[src/rtl/token_classifying_lexer_defines.svh]
// ----------------------------------------------------------------------------
// token_classifying_lexer_defines
// Assertion macros used by the lexer RTL.
// ----------------------------------------------------------------------------
`ifndef TOKEN_CLASSIFYING_LEXER_DEFINES_SVH
`define TOKEN_CLASSIFYING_LEXER_DEFINES_SVH

// same-cycle implication, disabled while reset is low
`define TCL_ASSERT_IMPLIES(label, ck, rn, ante, cons, msg) \
  label: assert property (@(posedge ck) disable iff (!rn) (ante) |-> (cons)) \
    else $error(msg);

// next-cycle implication, disabled while reset is low
`define TCL_ASSERT_NEXT(label, ck, rn, ante, cons, msg) \
  label: assert property (@(posedge ck) disable iff (!rn) (ante) |=> (cons)) \
    else $error(msg);

`endif

[src/rtl/tcl_pkg.sv]
// ----------------------------------------------------------------------------
// tcl_pkg
// Types, constants and character classes of the token classifying lexer.
// ----------------------------------------------------------------------------
package tcl_pkg;

  localparam int TCL_KEYWORD_CHARS = 6;
  localparam int TCL_LENGTH_BITS   = 8;

  localparam int CHAR_W     = 8;
  localparam int LEN_OUT_W  = 8;
  localparam int KW_IDX_W   = 3;
  localparam int KW_COUNT   = 6;
  localparam int KW_MAXLEN  = 6;

  localparam logic [LEN_OUT_W-1:0] TOKEN_LEN_MAX = {LEN_OUT_W{1'b1}};

  localparam logic [CHAR_W-1:0] CH_UPPER_A   = 8'd65;
  localparam logic [CHAR_W-1:0] CH_UPPER_Z   = 8'd90;
  localparam logic [CHAR_W-1:0] CH_LOWER_A   = 8'd97;
  localparam logic [CHAR_W-1:0] CH_LOWER_Z   = 8'd122;
  localparam logic [CHAR_W-1:0] CH_DIGIT_0   = "0";
  localparam logic [CHAR_W-1:0] CH_DIGIT_9   = "9";
  localparam logic [CHAR_W-1:0] CH_UNDERSCORE = "_";
  localparam logic [CHAR_W-1:0] CH_NUL       = 8'h00;

  // keywords in match order: if, else, int, float, double, while
  localparam logic [CHAR_W-1:0] KW_TEXT [KW_COUNT][KW_MAXLEN] = '{
    '{"i", "f", CH_NUL, CH_NUL, CH_NUL, CH_NUL},
    '{"e", "l", "s", "e", CH_NUL, CH_NUL},
    '{"i", "n", "t", CH_NUL, CH_NUL, CH_NUL},
    '{"f", "l", "o", "a", "t", CH_NUL},
    '{"d", "o", "u", "b", "l", "e"},
    '{"w", "h", "i", "l", "e", CH_NUL}
  };
  localparam int KW_LEN [KW_COUNT] = '{2, 4, 3, 5, 6, 5};

  // result queue
  localparam int FIFO_DEPTH = 4;
  localparam int FIFO_PTR_W = $clog2(FIFO_DEPTH);
  localparam int FIFO_CNT_W = $clog2(FIFO_DEPTH + 1);
  localparam int PUSH_MAX   = 2;
  localparam int PUSH_CNT_W = $clog2(PUSH_MAX + 1);

  typedef enum logic [2:0] {
    CLS_NUMBER   = 3'd0,
    CLS_KEYWORD  = 3'd1,
    CLS_IDENT    = 3'd2,
    CLS_OPERATOR = 3'd3,
    CLS_PUNCT    = 3'd4
  } tok_class_t;

  typedef struct packed {
    tok_class_t              token_class;
    logic [LEN_OUT_W-1:0]    token_length;
    logic [CHAR_W-1:0]       symbol;
    logic [KW_IDX_W-1:0]     keyword_index;
    logic                    last;
  } tcl_result_t;

  typedef struct packed {
    logic [FIFO_CNT_W-1:0] free;
    logic                  empty;
  } fifo_status_t;

  function automatic logic is_letter(input logic [CHAR_W-1:0] c);
    return (c >= CH_UPPER_A && c <= CH_UPPER_Z) || (c >= CH_LOWER_A && c <= CH_LOWER_Z);
  endfunction

  function automatic logic is_digit(input logic [CHAR_W-1:0] c);
    return c >= CH_DIGIT_0 && c <= CH_DIGIT_9;
  endfunction

  function automatic logic is_word_char(input logic [CHAR_W-1:0] c);
    return is_letter(c) || is_digit(c) || c == CH_UNDERSCORE;
  endfunction

  function automatic logic is_operator(input logic [CHAR_W-1:0] c);
    return c == "+" || c == "-" || c == "*" || c == "/" || c == "=";
  endfunction

  function automatic logic is_punct(input logic [CHAR_W-1:0] c);
    return c == "#" || c == ";" || c == ":" || c == "." || c == "!" ||
           c == "(" || c == ")" || c == "[" || c == "]" || c == "{" ||
           c == "}" || c == "<" || c == ">";
  endfunction

endpackage

[src/rtl/tcl_result_fifo.sv]
// ----------------------------------------------------------------------------
// tcl_result_fifo
// Small token queue: takes up to two tokens per cycle, hands out one.
// ----------------------------------------------------------------------------
module tcl_result_fifo import tcl_pkg::*; (
  input  logic                  clk,
  input  logic                  rst_n,
  input  logic [PUSH_CNT_W-1:0] push_cnt,
  input  tcl_result_t           push0,
  input  tcl_result_t           push1,
  input  logic                  pop,
  output tcl_result_t           head_data,
  output fifo_status_t          stat
);

  tcl_result_t             mem_r [FIFO_DEPTH];
  logic [FIFO_PTR_W-1:0]   head_r, head_nxt;
  logic [FIFO_PTR_W-1:0]   tail_r, tail_nxt;
  logic [FIFO_PTR_W-1:0]   tail_plus1;
  logic [FIFO_CNT_W-1:0]   count_r, count_nxt;

  assign tail_plus1 = tail_r + FIFO_PTR_W'(1);
  assign head_data  = mem_r[head_r];
  assign stat.free  = FIFO_CNT_W'(FIFO_DEPTH) - count_r;
  assign stat.empty = (count_r == '0);

  always_comb begin
    tail_nxt  = tail_r + FIFO_PTR_W'(push_cnt);
    head_nxt  = head_r + FIFO_PTR_W'(pop);
    count_nxt = count_r + FIFO_CNT_W'(push_cnt) - FIFO_CNT_W'(pop);
  end

  always_ff @(posedge clk) begin
    if (!rst_n) begin
      head_r  <= '0;
      tail_r  <= '0;
      count_r <= '0;
    end else begin
      head_r  <= head_nxt;
      tail_r  <= tail_nxt;
      count_r <= count_nxt;
    end
  end

  always_ff @(posedge clk) begin
    if (push_cnt != '0) begin
      mem_r[tail_r] <= push0;
    end
    if (push_cnt == PUSH_CNT_W'(PUSH_MAX)) begin
      mem_r[tail_plus1] <= push1;
    end
  end

endmodule

[config.mk]
export PLATFORM = sky130hd
export DESIGN_NAME = tcl_result_fifo
export DESIGN_NICKNAME = d
export VERILOG_FILES = /design/src/rtl/token_classifying_lexer_defines.svh /design/src/rtl/tcl_pkg.sv /design/src/rtl/tcl_result_fifo.sv
export SDC_FILE = /design/constraint.sdc
export NUM_CORES = 1
export LEC_CHECK = 0
export ABC_AREA = 1
export BUFFER_PORTS_ARGS = -buffer_cell sky130_fd_sc_hd__clkbuf_2
export CORE_UTILIZATION = 35
export DETAILED_ROUTE_END_ITERATION = 6
export PLACE_DENSITY = 0.56
export SLEW_MARGIN = 20
export SYNTH_ARGS = -nofsm -noshare
export SYNTH_HDL_FRONTEND = slang
export SYNTH_SLANG_ARGS = --single-unit
[constraint.sdc]
create_clock -name clk -period 2.35 [get_ports clk]
set_clock_uncertainty 0.05 [all_clocks]
set_input_delay 0.47 -clock clk [delete_from_list [all_inputs] [get_ports clk]]
set_output_delay 0.47 -clock clk [all_outputs]
set_load 0.005 [all_outputs]
==> results.md <==
* LEAKAGE at 0.00277 µW
* Overflow after GRT at 0
* Crit-path slowest cell: dfxtp_2
* Rel. slew slack at 0.730
* CTS Hold Buffers Added at 0
* Nets at 690
* Final max-slew violation count at 0
* PD cells at 726 mW/mm²
* Setup_tns at 0 ns
* Internal at 3290 µW
* Drt first pass iters at 7
* Vias in the first global route at 3,758
* Layout area overhead at 14.6%
* Endpoints failing hold at 0
* Initial core utilization at 0.364
* Buffer depth of the longest clock path at 2
* Most frequent cells in the layout: 155 x nand2_1, 92 x edfxtp_1, 86 x inv_1
* Final setup margin at 0.316 ns
* CP endpoint kind: primary output
* Reg area at 0.00291 mm²
* Die Area at 0.0158 mm²
* Post-CTS setup buffers at 0
* Final setup fails at 0
* Cell count after synthesis at 566
* Chip height at 126 µm
* Vias post-DR at 3,853
* Number of buffers created by CTS at 9
* Clock transition at path regs at 0.07 ns
* H-tree levels at 3
* Seq pwr share at 0.489
* Combinational power share at 0.185
* # clock sinks at 99
* Diode count at 0
* Core Region at 0.0147 mm²
* Peak VDD IR at 0.277 mV
* Largest net degree at the start of global routing at 93
* Unique masters post-synth at 21
* Critical Path RT at 1.83 ns
* CTS-repair resized insts at 0
* Kind of critical path: reg -> out
* DPL Wire Length at 6990 µm
* Tot GR Track Use at 0.155
* Clk root buf: clkbuf_16
* Fmax at 492 MHz
* IO Pins at 78
* Final wirelength at 11,300 µm
* Commonest non-fill, non-tap cell in the layout: nand2_1
* Post-synthesis sequential area ratio at 0.542
* WL per Instance at 13.8 µm
* RSZ-0062 raised after global routing: no
* Status: finished, violations left
* DRC at 4
* Die span in x at 126 µm
* Layout fillers at 1,425
* Clock latency on the worst-skew pair at 0.34 ns
* Period minus WS final at 2.03 ns
* Pin slew with the least headroom to its limit at 0.404 ns
* Vias per Instance at 4.70
* Worst path cell trace: buf_12 -> a21oi_1 -> o21ai_0 -> nand2_1 -> clkbuf_2
* Worst Path Arrival at 1.51 ns
* First-pass GRT wire length at 18,700 µm
* Layout cells sized above 1 at 0.253
* Synth warnings at 0
* Worst Setup Start Kind: flip-flop
* Multi-input logic area at 0.00185 mm²
* Maxcap violations at 0
* Initial drt markers at 318
* CTS tree: yes
* Period Utilization, post-route at 0.866
* Hold Path Class: in -> reg
* Flops & latches, synth at 99
* Setup WS pre-CTS at 0.426 ns
* Post-Synthesis Net Count at 625
* GP Congestion at 0.742
* Switching power total at 1170 µW
* Critical path fanouts, max at 24
* Num rows at 44
* Avg Cell Area, Syn at 9.45 µm²
* Port buffer count at 77
* Switching share of power at 0.262
* Area of the mapped netlist at 0.00535 mm²
* Max incr delay on CP at 0.57 ns
* Initial antenna violation count at 0
* Post-route ant nets at 0
* Failing checks: design-rule violations
* Clk network pwr share at 0.327
## worst max-delay path, delay by kind of cell (launching register included)
kind | cells | cell delay [ns]
DFF | 1 | 0.57
buffers and inverters | 2 | 0.35
AOI/OAI and AO/OA | 2 | 0.13
and+or+nand+nor | 1 | 0.10
## synth_stat cells, drive strengths merged
| master | number | area (µm²) |
|---|---|---|
| dfxtp | 7 | 140 |
| nand3 | 2 | 10.0 |
| a21oi | 25 | 125 |
| o21ai | 119 | 787 |
| buf | 24 | 230 |
| ha | 7 | 87.6 |
| nor2 | 8 | 37.5 |
| clkbuf | 12 | 45.0 |
| edfxtp | 92 | 2760 |
| nand2 | 159 | 607 |
| fa | 1 | 20.0 |
| inv | 87 | 327 |
| o211ai | 23 | 173 |
## power by group through the flow
stage | Sequential [µW] | Clock (µW) | Combinational [µW]
detailed placement | 2220 | 0 | 840
CTS | 2180 | 1500 | 843
global placement | 2210 | 0 | 830
finish | 2180 | 1450 | 822
global route | 2190 | 1560 | 954
floorplan | 2200 | 0 | 546
## through the flow
stage	instance area [µm²]	cells	utilization	hold WS, ns	total power, µW
2_1_floorplan	5350	566	-	0.424	2740
3_3_place_gp	5840	804	0.397	0.466	3040
3_5_place_dp	5840	804	0.397	0.461	3060
4_1_cts	6130	820	0.417	0.345	4520
5_1_grt	6130	820	0.417	0.380	4700
6_report	6130	820	0.417	0.358	4450
## final timing paths
path | depth (start not counted) | to | start | slack [ns]
worst max-delay path | 5 | head_data[15] | head_r[1]$_SDFF_PN0_ | 0.32
worst min-delay path | 3 | head_r[0]$_SDFF_PN0_ | rst_n | 0.36
worst max register to register | 9 | count_r[2]$_SDFF_PN0_ | count_r[0]$_SDFF_PN0_ | 0.61
worst min register to register | 2 | count_r[2]$_SDFF_PN0_ | count_r[2]$_SDFF_PN0_ | 0.48
## cells by family (layout without fill, tap and decap cells)
logic type	after synthesis	count (layout)	synth area share
buffers and inverters	123	193	0.112
flip-flops	99	99	0.542
adder cells (fa/ha/maj)	8	8	0.0201
AND/OR/NAND/NOR	169	169	0.122
AO/OA/AOI/OAI	167	167	0.203
## registers in the layout, indices dropped and copies added, names as in the netlist
signal	flops
count_r	3
mem_r	92
tail_r	2
head_r	2
## area by class of cell
type / instances / area share
multi-input cells: 344 / 0.301
clock inverters: 3 / 0.00633
clock buffers: 13 / 0.0408
flip-flops and latches: 99 / 0.474
repair buffers: 90 / 0.0869
inverters: 87 / 0.0533
well taps: 184 / 0.0376
## metal layers
layer | wire, µm | track usage
met4 | 155 | 0.0516
met5 | 0 | 0
met1 | 5100 | 0.200
met2 | 5460 | 0.256
met3 | 595 | 0.0391
No activity file was read; power rests on OpenSTA's default activity.
