File: config.mk
export PLATFORM = sky130hd
export DESIGN_NAME = tcl_word_unit
export DESIGN_NICKNAME = d
export VERILOG_FILES = /design/src/rtl/token_classifying_lexer_defines.svh /design/src/rtl/tcl_pkg.sv /design/src/rtl/tcl_word_unit.sv
export SDC_FILE = /design/constraint.sdc
export NUM_CORES = 1
export LEC_CHECK = 0
export ABC_AREA = 1
export BUFFER_PORTS_ARGS = -buffer_cell sky130_fd_sc_hd__buf_2
export CORE_ASPECT_RATIO = 0.75
export CORE_MARGIN = 2
export CORE_UTILIZATION = 35
export CTS_BUF_LIST = sky130_fd_sc_hd__clkbuf_2 sky130_fd_sc_hd__clkbuf_4 sky130_fd_sc_hd__clkbuf_8
export DETAILED_ROUTE_END_ITERATION = 16
export PLACE_DENSITY = 0.57
export SLEW_MARGIN = 30
export SYNTH_ARGS = -nofsm -noshare
export SYNTH_HDL_FRONTEND = slang
export SYNTH_SLANG_ARGS = --single-unit
File: constraint.sdc
create_clock -name clk -period 2.5 [get_ports clk]
set_clock_uncertainty 0.1 [all_clocks]
set_input_delay 0.25 -clock clk [delete_from_list [all_inputs] [get_ports clk]]
set_output_delay 0.25 -clock clk [all_outputs]
set_load 0.1 [all_outputs]
File: src/rtl/token_classifying_lexer_defines.svh
// ----------------------------------------------------------------------------
// token_classifying_lexer_defines
// Assertion macros used by the lexer RTL.
// ----------------------------------------------------------------------------
`ifndef TOKEN_CLASSIFYING_LEXER_DEFINES_SVH
`define TOKEN_CLASSIFYING_LEXER_DEFINES_SVH

// same-cycle implication, disabled while reset is low
`define TCL_ASSERT_IMPLIES(label, ck, rn, ante, cons, msg) \
  label: assert property (@(posedge ck) disable iff (!rn) (ante) |-> (cons)) \
    else $error(msg);

// next-cycle implication, disabled while reset is low
`define TCL_ASSERT_NEXT(label, ck, rn, ante, cons, msg) \
  label: assert property (@(posedge ck) disable iff (!rn) (ante) |=> (cons)) \
    else $error(msg);

`endif

File: src/rtl/tcl_pkg.sv
// ----------------------------------------------------------------------------
// tcl_pkg
// Types, constants and character classes of the token classifying lexer.
// ----------------------------------------------------------------------------
package tcl_pkg;

  localparam int TCL_KEYWORD_CHARS = 6;
  localparam int TCL_LENGTH_BITS   = 8;

  localparam int CHAR_W     = 8;
  localparam int LEN_OUT_W  = 8;
  localparam int KW_IDX_W   = 3;
  localparam int KW_COUNT   = 6;
  localparam int KW_MAXLEN  = 6;

  localparam logic [LEN_OUT_W-1:0] TOKEN_LEN_MAX = {LEN_OUT_W{1'b1}};

  localparam logic [CHAR_W-1:0] CH_UPPER_A   = 8'd65;
  localparam logic [CHAR_W-1:0] CH_UPPER_Z   = 8'd90;
  localparam logic [CHAR_W-1:0] CH_LOWER_A   = 8'd97;
  localparam logic [CHAR_W-1:0] CH_LOWER_Z   = 8'd122;
  localparam logic [CHAR_W-1:0] CH_DIGIT_0   = "0";
  localparam logic [CHAR_W-1:0] CH_DIGIT_9   = "9";
  localparam logic [CHAR_W-1:0] CH_UNDERSCORE = "_";
  localparam logic [CHAR_W-1:0] CH_NUL       = 8'h00;

  // keywords in match order: if, else, int, float, double, while
  localparam logic [CHAR_W-1:0] KW_TEXT [KW_COUNT][KW_MAXLEN] = '{
    '{"i", "f", CH_NUL, CH_NUL, CH_NUL, CH_NUL},
    '{"e", "l", "s", "e", CH_NUL, CH_NUL},
    '{"i", "n", "t", CH_NUL, CH_NUL, CH_NUL},
    '{"f", "l", "o", "a", "t", CH_NUL},
    '{"d", "o", "u", "b", "l", "e"},
    '{"w", "h", "i", "l", "e", CH_NUL}
  };
  localparam int KW_LEN [KW_COUNT] = '{2, 4, 3, 5, 6, 5};

  // result queue
  localparam int FIFO_DEPTH = 4;
  localparam int FIFO_PTR_W = $clog2(FIFO_DEPTH);
  localparam int FIFO_CNT_W = $clog2(FIFO_DEPTH + 1);
  localparam int PUSH_MAX   = 2;
  localparam int PUSH_CNT_W = $clog2(PUSH_MAX + 1);

  typedef enum logic [2:0] {
    CLS_NUMBER   = 3'd0,
    CLS_KEYWORD  = 3'd1,
    CLS_IDENT    = 3'd2,
    CLS_OPERATOR = 3'd3,
    CLS_PUNCT    = 3'd4
  } tok_class_t;

  typedef struct packed {
    tok_class_t              token_class;
    logic [LEN_OUT_W-1:0]    token_length;
    logic [CHAR_W-1:0]       symbol;
    logic [KW_IDX_W-1:0]     keyword_index;
    logic                    last;
  } tcl_result_t;

  typedef struct packed {
    logic [FIFO_CNT_W-1:0] free;
    logic                  empty;
  } fifo_status_t;

  function automatic logic is_letter(input logic [CHAR_W-1:0] c);
    return (c >= CH_UPPER_A && c <= CH_UPPER_Z) || (c >= CH_LOWER_A && c <= CH_LOWER_Z);
  endfunction

  function automatic logic is_digit(input logic [CHAR_W-1:0] c);
    return c >= CH_DIGIT_0 && c <= CH_DIGIT_9;
  endfunction

  function automatic logic is_word_char(input logic [CHAR_W-1:0] c);
    return is_letter(c) || is_digit(c) || c == CH_UNDERSCORE;
  endfunction

  function automatic logic is_operator(input logic [CHAR_W-1:0] c);
    return c == "+" || c == "-" || c == "*" || c == "/" || c == "=";
  endfunction

  function automatic logic is_punct(input logic [CHAR_W-1:0] c);
    return c == "#" || c == ";" || c == ":" || c == "." || c == "!" ||
           c == "(" || c == ")" || c == "[" || c == "]" || c == "{" ||
           c == "}" || c == "<" || c == ">";
  endfunction

endpackage

File: src/rtl/tcl_word_unit.sv
// ----------------------------------------------------------------------------
// tcl_word_unit
// Holds the pending word and classifies it when a closing byte arrives,
// producing up to two tokens for one byte.
// ----------------------------------------------------------------------------
module tcl_word_unit import tcl_pkg::*; #(
  parameter int KEYWORD_CHARS = TCL_KEYWORD_CHARS,
  parameter int LENGTH_BITS   = TCL_LENGTH_BITS
) (
  input  logic                  clk,
  input  logic                  rst_n,
  input  logic                  step,
  input  logic [CHAR_W-1:0]     char_code,
  output tcl_result_t           res0,
  output tcl_result_t           res1,
  output logic [PUSH_CNT_W-1:0] res_cnt
);

  localparam int PREFIX_IDX_W = $clog2(KEYWORD_CHARS);
  localparam logic [LENGTH_BITS-1:0] LEN_MAX = {LENGTH_BITS{1'b1}};

  logic [LENGTH_BITS-1:0] word_len_r, word_len_nxt;
  logic                   starts_digit_r, starts_digit_nxt;
  logic                   non_letter_r, non_letter_nxt;
  logic [CHAR_W-1:0]      prefix_r [KEYWORD_CHARS];

  logic                    c_letter, c_digit, c_word;
  logic                    prefix_we;
  logic [PREFIX_IDX_W-1:0] prefix_idx;
  logic [KW_COUNT-1:0]     kw_hit;
  logic                    kw_any;
  logic [KW_IDX_W-1:0]     kw_idx;
  logic                    word_emit, sym_emit;
  tcl_result_t             word_res, sym_res;

  assign c_letter   = is_letter(char_code);
  assign c_digit    = is_digit(char_code);
  assign c_word     = is_word_char(char_code);
  assign prefix_idx = PREFIX_IDX_W'(word_len_r);

  // state update
  always_comb begin
    word_len_nxt     = word_len_r;
    starts_digit_nxt = starts_digit_r;
    non_letter_nxt   = non_letter_r;
    prefix_we        = 1'b0;
    if (step) begin
      if (c_word) begin
        if (word_len_r == '0) begin
          starts_digit_nxt = c_digit;
        end
        if (!c_letter) begin
          non_letter_nxt = 1'b1;
        end
        if (32'(word_len_r) < KEYWORD_CHARS) begin
          prefix_we = 1'b1;
        end
        if (word_len_r != LEN_MAX) begin
          word_len_nxt = word_len_r + LENGTH_BITS'(1);
        end
      end else begin
        word_len_nxt     = '0;
        starts_digit_nxt = 1'b0;
        non_letter_nxt   = 1'b0;
      end
    end
  end

  // keyword compare against the stored prefix
  always_comb begin
    kw_hit = '0;
    kw_idx = '0;
    for (int k = 0; k < KW_COUNT; k++) begin
      kw_hit[k] = (32'(word_len_r) == KW_LEN[k]);
      for (int j = 0; j < KW_MAXLEN; j++) begin
        if (j < KW_LEN[k] && prefix_r[j] != KW_TEXT[k][j]) begin
          kw_hit[k] = 1'b0;
        end
      end
    end
    for (int k = KW_COUNT - 1; k >= 0; k--) begin
      if (kw_hit[k]) begin
        kw_idx = KW_IDX_W'(k);
      end
    end
  end
  assign kw_any = |kw_hit;

  always_comb begin
    word_emit = !c_word && (word_len_r != '0) && (starts_digit_r || kw_any || !non_letter_r);
    sym_emit  = !c_word && (is_operator(char_code) || is_punct(char_code));

    word_res.token_length  = (32'(word_len_r) > 32'(TOKEN_LEN_MAX)) ? TOKEN_LEN_MAX
                                                                     : LEN_OUT_W'(word_len_r);
    word_res.symbol        = '0;
    word_res.last          = !sym_emit;
    if (starts_digit_r) begin
      word_res.token_class   = CLS_NUMBER;
      word_res.keyword_index = '0;
    end else if (kw_any) begin
      word_res.token_class   = CLS_KEYWORD;
      word_res.keyword_index = kw_idx;
    end else begin
      word_res.token_class   = CLS_IDENT;
      word_res.keyword_index = '0;
    end

    sym_res.token_class   = is_operator(char_code) ? CLS_OPERATOR : CLS_PUNCT;
    sym_res.token_length  = LEN_OUT_W'(1);
    sym_res.symbol        = char_code;
    sym_res.keyword_index = '0;
    sym_res.last          = 1'b1;

    res0    = word_emit ? word_res : sym_res;
    res1    = sym_res;
    res_cnt = PUSH_CNT_W'(word_emit) + PUSH_CNT_W'(sym_emit);
  end

  always_ff @(posedge clk) begin
    if (!rst_n) begin
      word_len_r     <= '0;
      starts_digit_r <= 1'b0;
      non_letter_r   <= 1'b0;
    end else begin
      word_len_r     <= word_len_nxt;
      starts_digit_r <= starts_digit_nxt;
      non_letter_r   <= non_letter_nxt;
    end
  end

  always_ff @(posedge clk) begin
    if (prefix_we) begin
      prefix_r[prefix_idx] <= char_code;
    end
  end

endmodule

==> metrics.cfg <==
[run_status]
status=finished with violations
violations=negative setup slack

[yosys]
synth_cell_types=35
synth.top_cells.by_count=nand2_1, nor2_1, inv_1
synth_edf_count=48
yosysMostFrequentCell=nand2_1
syn_inst=422
synth_ff_type=edfxtp_1
async_flop_share_pct=0
syn_avg_cell_area_um2=8.31
syn_area_um2=3510
synth-seq-cells=58
yosys_warnings=0
yosysTopAreaCellShare_pct=41.1
ys_seq_area_share_pct=46.8
yosys.area.top_type=edfxtp_1
synthTopCellsByArea=edfxtp_1, nand2_1, nor2_1, inv_1, dfxtp_1

[power_and_ir_drop]
p_leak_nw=2.06
peakVddDrop_mv=0.419
p_per_area_nw_per_um2=514

[cts]
cts_tree=done
root_buffer=clkbuf_8
numCtsBuffers=9
path_clk_slew_ns=0.07
htreeDepth=3
ctsHoldBuffers=0
clk_latency_ns=0.33
cts_sinks=58
clock_path_buffers=2

[critical_path]
timing.critical_path.cells=inv_2, nand2_1, nor2_1, nand3_1, nor2_2, nand2_2, nand2_2, nor2_4, buf_6, nand4_1, nand2_2, buf_12, nor2_4, buf_12
critical_path.slowest_cell=edfxtp_1
crit_path_end_kind=primary output
crit_type=reg -> out
crit_arrival_ns=2.26
crit_buf_inv=4
cp_common_cell=nand2_2
worstPathRequired_ns=2.15
start_kind=register
crit_family=simple AND/OR/NAND/NOR gates
critical-path-max-stage-delay_ns=0.46
cp_max_fo=7

[floorplanning]
initial_utilization_pct=36.2
die_height_um=90.7
io_pins=59
dieArea_um2=10800
dieWidth_um=120
rows=31
coreArea_um2=9700

[global_route]
track_usage_pct=17.9
grt_pass1_vias=2962
globalRoute.totalOverflow=0
grt_antenna_before_repair=0
grt_pass1_wl_um=15000
grt_max_degree=13

[run]
drv_cap=0

[timing]
hold_violations=0
fin_crit_ns=2.61
final_max_slew_viol_count=0
clock.fmax_ghz=0.383
setup_tns_ns=-2.01
whs_ns=0.0943
fin_ws_ns=-0.111
setup_viol=24
period_share_pct=104
grt_setup_unrepaired=yes

[routing]
drc=0
drt_first_pass_iters=7
ant_nets=0
wl_um=9410
drtIter0Drc=215
vias=3006
routed_via_density=4.65
wl_per_cell_um=14.5

[place]
gp_congestion=0.932
pre_cts_ws_ns=0.0416
port_buffers=46
placed_area_um2=4500
hpwl_um=6810

[cells_and_area]
fin_area_um2=5110
drive_gt1_share_pct=41.2
area_delta_synth_final_pct=45.8
insertedDiodeCount=0
finalNetCount=527

[hold_path]
hold_path_class=in -> reg

[cell type report]
| cell class | count | area, um^2 |
|---|---|---|
| clock inverters | 5 | 55.1 |
| well taps | 132 | 165 |
| multi-input cells | 281 | 1790 |
| fillers | 885 | 4580 |
| repair buffers | 91 | 1030 |
| flip-flops and latches | 58 | 1660 |
| inverters | 69 | 278 |
| clock buffers | 11 | 139 |
[sequential cells by signal, summed over array words and instances (netlist names)]
signal and flops:
prefix_r 48, word_len_r 8, non_letter_r 1, starts_digit_r 1
[through the flow]
step | power, W | util [%] | cells
after floorplan | 0.00156 | - | 432
after global placement | 0.00174 | 46.4 | 609
after detailed placement | 0.00174 | 46.4 | 609
after CTS | 0.00264 | 50.8 | 639
after global routing | 0.00271 | 52.7 | 647
final | 0.00263 | 52.7 | 647
[what timing repair did]
action                                  CTS  global route
resized for setup                        28            39
endpoints found under the setup margin   25            25
setup buffers                            14             9
pin swaps                                 8            20
hold endpoints to repair                  0             0
cloned                                    1             0
[per-layer routing]
layer  global-route usage (%)  vias to the layer above  part of all wire [%]
met4                     6.37                        0                  0.98
met2                     28.2                      122                    47
li1                         -                     1488                     -
met1                     23.9                     1390                    44
met3                     4.55                        6                   7.8
met5                        0                        -                     0
[cell usage in the layout (no fill, tap or decap), types with 12 or more instances in the layout]
master	count
nor2_2	12
nand2_2	16
edfxtp_1	48
nor2_4	25
buf_2	19
nand3_1	22
inv_1	52
buf_4	38
conb_1	12
buf_12	29
nor2_1	56
nand2_1	67
[path summary, 6_finish.rpt]
kind                  startpoint            end  slack, ns  depth (start not counted)
setup / recovery  prefix_r[1][1]       res0[14]      -0.11                         14
hold / removal             rst_n  word_len_r[1]       0.09                          3
setup reg to reg   word_len_r[0]  word_len_r[7]       0.57                         10
hold reg to reg    word_len_r[5]  word_len_r[5]       0.41                          2
[power by group]
group          switching (W)  total (W)  internal [W]
logic               0.000500   0.000714      0.000214
clock network       0.000370   0.000849      0.000479
registers         0.00000990    0.00107       0.00106
[worst reg2reg max path, stage by stage, from the launching register on]
cell,delay [ns]
dfxtp_4,0.40
inv_4,0.06
buf_4,0.13
buf_4,0.14
nor2_1,0.19
nand3_1,0.16
nor3_1,0.26
xor2_1,0.19
nor2_1,0.05
nand3_1,0.07
a21oi_1,0.07
[cell families (layout without fill, tap and decap cells)]
kind of cell / after synthesis / in the layout / synth area share [%]
buf+inv: 93 / 176 / 12.8
flops: 58 / 58 / 46.8
other cells: 2 / 12 / 0.214
simple gates: 236 / 236 / 33.1
xor+xnor: 6 / 6 / 1.50
fa+ha+maj: 6 / 6 / 2.14
compound gates: 21 / 21 / 3.46
Note: power is estimated with default switching activity, not from simulation.
